<file path="src/sv/lock_and_condition_server_core_macros.svh">
// Assertion macros used by the lock and condition server back end
`ifndef LOCK_AND_CONDITION_SERVER_CORE_MACROS_SVH
`define LOCK_AND_CONDITION_SERVER_CORE_MACROS_SVH
`ifndef ASSERT_OFF
`define LACS_ASSERT(lbl, prop, msg) \
  lbl: assert property (@(posedge clk) disable iff (!rst_n) prop) else $error(msg);
`define LACS_ASSERT_NEVER(lbl, expr, msg) \
  lbl: assert property (@(posedge clk) disable iff (!rst_n) !(expr)) else $error(msg);
`else
`define LACS_ASSERT(lbl, prop, msg)
`define LACS_ASSERT_NEVER(lbl, expr, msg)
`endif
`endif

</file>
<file path="src/sv/lacs_pkg.sv">
// Types, codes and sizes of the lock and condition server
package lacs_pkg;

  localparam int LOCK_SLOTS  = 128;
  localparam int COND_SLOTS  = 128;
  localparam int QUEUE_DEPTH = 8;
  localparam int NODE_BITS   = 8;
  localparam int NAME_CHARS  = 14;

  localparam int LB        = $clog2(LOCK_SLOTS);
  localparam int CIB       = $clog2(COND_SLOTS);
  localparam int SCAN_BITS = (LB > CIB) ? LB : CIB;
  localparam int QB        = (QUEUE_DEPTH > 1) ? $clog2(QUEUE_DEPTH) : 1;
  localparam int CNTB      = $clog2(QUEUE_DEPTH + 1);
  localparam int LWQ_DEPTH = LOCK_SLOTS * QUEUE_DEPTH;
  localparam int CWQ_DEPTH = COND_SLOTS * QUEUE_DEPTH;
  localparam int LWA       = $clog2(LWQ_DEPTH);
  localparam int CWA       = $clog2(CWQ_DEPTH);

  typedef enum logic [2:0] {
    CMD_CREATE_LOCK  = 3'd0,
    CMD_DESTROY_LOCK = 3'd1,
    CMD_ACQUIRE      = 3'd2,
    CMD_RELEASE      = 3'd3,
    CMD_CREATE_COND  = 3'd4,
    CMD_DESTROY_COND = 3'd5,
    CMD_SIGNAL       = 3'd6,
    CMD_WAIT         = 3'd7
  } cmd_t;

  typedef enum logic [1:0] {
    ST_OK      = 2'd0,
    ST_FAIL    = 2'd1,
    ST_WAIT    = 2'd2,
    ST_REFUSED = 2'd3
  } status_t;

  localparam logic KIND_LOCK = 1'b0;
  localparam logic KIND_COND = 1'b1;

  typedef struct packed {
    cmd_t                 cmd;
    logic [NODE_BITS-1:0] req;
    logic [55:0]          hi;
    logic [55:0]          lo;
    logic [6:0]           li;
    logic [6:0]           ci;
  } item_t;

  typedef struct packed {
    status_t    status;
    logic [6:0] slot;
    logic       nv;
    logic       nk;
    logic [7:0] nt;
  } res_t;

  typedef struct packed {
    logic [55:0]          hi;
    logic [55:0]          lo;
    logic                 owned;
    logic [NODE_BITS-1:0] owner;
    logic [QB-1:0]        head;
    logic [CNTB-1:0]      count;
  } lrow_t;

  typedef struct packed {
    logic [55:0]     hi;
    logic [55:0]     lo;
    logic [QB-1:0]   head;
    logic [CNTB-1:0] count;
  } crow_t;

endpackage

</file>
<file path="src/sv/lacs_front.sv">
// Front end: accepts request words, tidies names, queues them for the back end
module lacs_front (
  input  logic                            clk,
  input  logic                            rst_n,
  input  logic                            push,
  output logic                            full,
  input  logic [2:0]                      in_command,
  input  logic [7:0]                      in_requester,
  input  logic [55:0]                     in_name_high,
  input  logic [55:0]                     in_name_low,
  input  logic [6:0]                      in_lock_index,
  input  logic [6:0]                      in_cond_index,
  output logic                            fr_vld,
  output lacs_pkg::item_t                 fr_item,
  input  logic                            fr_take
);

  lacs_pkg::item_t q_r [2];
  logic            wp_r, rp_r;
  logic [1:0]      cnt_r;
  lacs_pkg::item_t it_in;
  logic [111:0]    nm_tidy;
  logic            acc;

  function automatic logic [111:0] tidy(input logic [55:0] h, input logic [55:0] l);
    logic [111:0] nm;
    logic [111:0] o;
    logic         keep;
    nm   = {h, l};
    o    = '0;
    keep = 1'b1;
    for (int k = 0; k < 14; k++) begin
      keep = keep && (k < lacs_pkg::NAME_CHARS) && (nm[111-8*k -: 8] != 8'd0);
      if (keep) begin
        o[111-8*k -: 8] = nm[111-8*k -: 8];
      end
    end
    return o;
  endfunction

  assign nm_tidy   = tidy(in_name_high, in_name_low);
  assign it_in.cmd = lacs_pkg::cmd_t'(in_command);
  assign it_in.req = lacs_pkg::NODE_BITS'(in_requester);
  assign it_in.hi  = nm_tidy[111:56];
  assign it_in.lo  = nm_tidy[55:0];
  assign it_in.li  = in_lock_index;
  assign it_in.ci  = in_cond_index;

  assign full    = (cnt_r == 2'd2);
  assign acc     = push && !full;
  assign fr_vld  = (cnt_r != 2'd0);
  assign fr_item = q_r[rp_r];

  always_ff @(posedge clk) begin
    if (!rst_n) begin
      wp_r  <= 1'b0;
      rp_r  <= 1'b0;
      cnt_r <= 2'd0;
    end else begin
      if (acc) begin
        wp_r <= !wp_r;
      end
      if (fr_take) begin
        rp_r <= !rp_r;
      end
      cnt_r <= cnt_r + 2'(acc) - 2'(fr_take);
    end
  end

  always_ff @(posedge clk) begin
    if (acc) begin
      q_r[wp_r] <= it_in;
    end
  end

endmodule

</file>
<file path="config.mk">
export PLATFORM = sky130hd
export DESIGN_NAME = lacs_front
export DESIGN_NICKNAME = d
export VERILOG_FILES = /design/src/sv/lock_and_condition_server_core_macros.svh /design/src/sv/lacs_pkg.sv /design/src/sv/lacs_front.sv
export SDC_FILE = /design/constraint.sdc
export NUM_CORES = 1
export LEC_CHECK = 0
export ABC_AREA = 1
export BUFFER_PORTS_ARGS = -buffer_cell sky130_fd_sc_hd__buf_2
export CAP_MARGIN = 20
export CORE_MARGIN = 2
export CORE_UTILIZATION = 57
export CTS_CLUSTER_SIZE = 25
export DETAILED_ROUTE_END_ITERATION = 6
export PLACE_DENSITY = 0.85
export SLEW_MARGIN = 10
export SYNTH_ARGS = -nofsm -noshare
export SYNTH_HDL_FRONTEND = slang
export SYNTH_SLANG_ARGS = --single-unit
</file>
<file path="constraint.sdc">
create_clock -name clk -period 14.82 [get_ports clk]
set_input_delay 2.964 -clock clk [delete_from_list [all_inputs] [get_ports clk]]
set_output_delay 2.964 -clock clk [all_outputs]
set_load 0.03 [all_outputs]
</file>
## Word level (Yosys, flattened, before mapping)

Memories as Yosys holds them, arrays and structs flattened. A register that Yosys moved wholly into a read port is not among the register bits.
Cells that the tools add are included.
W data, S select, Z words.

| storage, ports and cells | value |
|---|---|
| memories kept | 1 |
| bits of input ports | 141 |
| bits in registers | 4 |
| memory bits (writable) | 274 |

Memories:

| name | words | width | rd ports | clocked after memory_dff | write ports | RTL line | source |
|---|---|---|---|---|---|---|---|
| q_r | 2 | 137 | 1 | 1 | 1 | lacs_front.sv:18 | `lacs_pkg::item_t q_r [2];` |

| cells by class | value |
|---|---|
| eq/ne operators | 1 |
| muxes and demuxes | 18 |
| reductions and logical operators | 32 |
| add/subtract/negate cells | 2 |

Operators with widths:

| operator | count |
|---|---|
| $mux W8 | 14 |
| $reduce_bool A8 Y1 | 14 |
| $logic_and A1 B1 Y1 | 14 |
| $mux W1 | 4 |
| $logic_not A1 Y1 | 3 |
| $add A2 B1 Y2 | 1 |
| $eq A2 B2 Y1 const B | 1 |
| $reduce_bool A2 Y1 | 1 |
| $sub A2 B1 Y2 | 1 |

## Logic depth before layout (Yosys ltp)

| depth | value |
|---|---|
| word-level depth | 15 |
| gate-level depth with buffers | 12 |

## Worst setup path before layout

OpenSTA, ideal clock, no wires.

| timing path | value |
|---|---|
| kind | input to register |
| from | input port push |
| to | memory q_r[0][0] (netlist bit) (enable) |
| arrival | 8.854 ns |
| library setup time | 0.636 ns |
| buffers on the path | 0 |
| stages | 2 |
| path slack | 5.330 ns |
| required time | 14.184 ns |
| path through | o21ai_0 nor2_1 |

| between the ends | value |
|---|---|
| longest elaborated chain between the ends | 3 |

RTL lines:

| item | RTL line | source |
|---|---|---|
| from (decl) | lacs_front.sv:5 | `input logic push,` |
| $logic_and A1 B1 Y1 | lacs_front.sv:50 | `assign acc = push && !full;` |
| $mux W1 | lacs_front.sv:71 | `if (acc) begin` |
| $mux W1 (implied by the code) | lacs_front.sv:72 | `q_r[wp_r] <= it_in;` |
| to (decl) | lacs_front.sv:18 |  |

No other way between the ends.

==> results.md <==
- Final Non-Filler Cells: 1327
- IO Port Bufs: 279
- Routability cong.: 0.7489
- Area delta synth->final: 24.04%
- Peak supply drop: 130.5 uV
- Commonest non-fill, non-tap cell in the layout: buf_2
- Post-Route WL: 22.77 mm
- Core Footprint: 19460 um^2
- Post-CTS Hold Buffers: 0
- Total power: 2.038 mW
- Mapped Area: 11320 um^2
- Mapped Nets: 889
- Vias in the first global route: 6832
- Startpoint types: register
- Slew margin rel.: 0.3061
- Fmax: 166.0 MHz
- Slew Viols, Final: 0
- DR pass1 iterations: 4
- Leak: 5.756 nW
- DP HPWL: 15.05 mm
- Power Dens Cells: 145.1 nW/um^2
- Clock Sinks: 279
- Setup TNS Final: 0 ps
- Clk Latency, worst-skew pair: 540 ps
- FF+latch count, synth: 279
- DR vias: 6753
- R2r setup slk: 12480 ps
- Post-cts resize count: 0
- DP Cell Count: 1272
- Crit end category: output pin
- Initial Utilization: 0.5817
- Area of placed instances: 13020 um^2
- Initial antenna violation count: 2
- Status: finished, final reports clean
- Max Cap Viol: 0
- Clock tree buffer depth: 3
- Root Driver: clkbuf_16
- Grt ovf: 0
- Yosys warns: 0
- Crit-path max FO: 77
- Total Nets Final: 1182
- Final hold vios: 0
- Detailed Route Iter0 Violations: 353
- Arr. time, crit path: 3060 ps
- Antenna-violating nets left: 0
- Pre-CTS WS: 9219 ps
- Fill count: 1238
- # DRC: 0
- Mapped Avg Cell Area: 15.18 um^2
- Synth Instances: 746
- Setup crit end: fr_item[125]
- Final WS setup: 8796 ps
- Worst-margin pin slew: 1041 ps
- Layout cells sized above 1: 0.4609
- Number of vias per cell: 5.089
- First-pass GRT wire length: 35.13 mm
- Setup Buffers After CTS: 0
- Die area: 21010 um^2
- Hold slack: 528.3 ps
- CTS tree: yes
- Sequential-to-total area share from yosys stat: 0.7356
- Post-route clock period utilization: 0.4065
- WL/cell: 17.16 um
- H-tree depth: 1
- Most frequent cells in the layout: 279 x buf_2, 274 x edfxtp_1, 137 x mux2_2
- Reg2Reg Depth: 4
- Crit Path Class: register to output pin
- Clock transition at the registers of the reported paths: 60 ps
- Crit path time final: 6024 ps
- GRT Util Overall: 0.2089
- Worst path required time: 11860 ps
- Netlist cell types: 24
- Hold WC Path Type: register to register
- Row Count: 51
- IO Pins: 280
- RSZ-0062 raised after global routing: false
- CTS Buf Count: 28
- Final setup vio count: 0
- Cell area after layout: 14040 um^2
- Fin util: 0.7216
- DIE WIDTH: 144.9 um
- Reg2reg start: cnt_r[0]
- Reg-to-Reg End: q_r[0][72]
- DIE HEIGHT: 144.9 um
- Largest net degree at the start of global routing: 82
- Worst Skew: 13.59 ps
-- final cells by class --
cell class / count / area (um^2) / area share
Multi-Input combinational cell: 324 / 2472 / 0.1761
Sequential cell: 279 / 8332 / 0.5933
Clock buffer: 40 / 787.0 / 0.05604
Clock inverter: 12 / 178.9 / 0.01274
Antenna cell: 1 / 2.502 / 0.0001782
Inverter: 120 / 450.4 / 0.03207
Tap cell: 265 / 331.6 / 0.02361
Timing Repair Buffer: 286 / 1489 / 0.1060
-- flip-flops by register name, indices dropped and copies added (netlist names), named ones only --
signal,count
rp_r,1
q_r,274
cnt_r,2
wp_r,1
-- where the power goes --
group / internal (mW) / total [mW] / leakage (nW) / switching [mW]
Sequential: 0.958 / 0.979 / 2.60 / 0.0210
Combinational: 0.108 / 0.331 / 2.69 / 0.223
Clock: 0.454 / 0.728 / 0.469 / 0.274
-- critical path, cell delays in order (launching register included) --
cell	delay, ps
dfxtp_4	860
buf_4	880
mux2_2	440
buf_2	180
-- worst min-delay path by stage --
stage	from	end	slack, ps	depth (start not counted)
after floorplan	wp_r	wp_r	460	2
after global placement	rp_r	rp_r	470	2
after detailed placement	rp_r	register	490	2
after CTS	rp_r	register	520	2
after global routing	rp_r	register	570	2
final	rp_r	register	530	2
-- cell usage after synthesis (all sizes together) --
cell type | count | area share
nor3 | 4 | 0.0018
nand3 | 5 | 0.0027
nand4 | 11 | 0.010
inv | 119 | 0.039
a21oi | 2 | 0.00088
mux2 | 137 | 0.14
dfxtp | 5 | 0.0088
o21ai | 3 | 0.0013
nor4 | 12 | 0.0066
nand2 | 25 | 0.0096
clkinv | 1 | 0.00033
nor2 | 119 | 0.043
or2 | 3 | 0.0017
edfxtp | 274 | 0.73
ha | 2 | 0.0022
clkbuf | 23 | 0.0076
xor2 | 1 | 0.00077
-- cell families (layout without fill, tap and decap cells) --
group                      after synthesis  count (layout)  synth area share
buffers and inverters                  143             458           0.04741
muxes                                  137             137            0.1363
and+or+nand+nor                        179             179           0.07559
other                                    0               1                 0
AOI/OAI and AO/OA                        5               5          0.002210
DFF                                    279             279            0.7356
xor gates and xnor gates                 1               1         0.0007737
adders and majority gates                2               2          0.002210
-- routing by layer --
| layer | vias up | track usage | part of all wire | wire [um] |
|---|---|---|---|---|
| met4 | 2 | 0.06683 | 0.026 | 601 |
| met1 | 3207 | 0.2696 | 0.40 | 9099 |
| met5 | - | 0 | 0.00057 | 13 |
| met2 | 287 | 0.3429 | 0.48 | 10980 |
| met3 | 45 | 0.06289 | 0.091 | 2079 |
| li1 | 3212 | - | - | - |
Note: power is estimated with default switching activity, not from simulation.
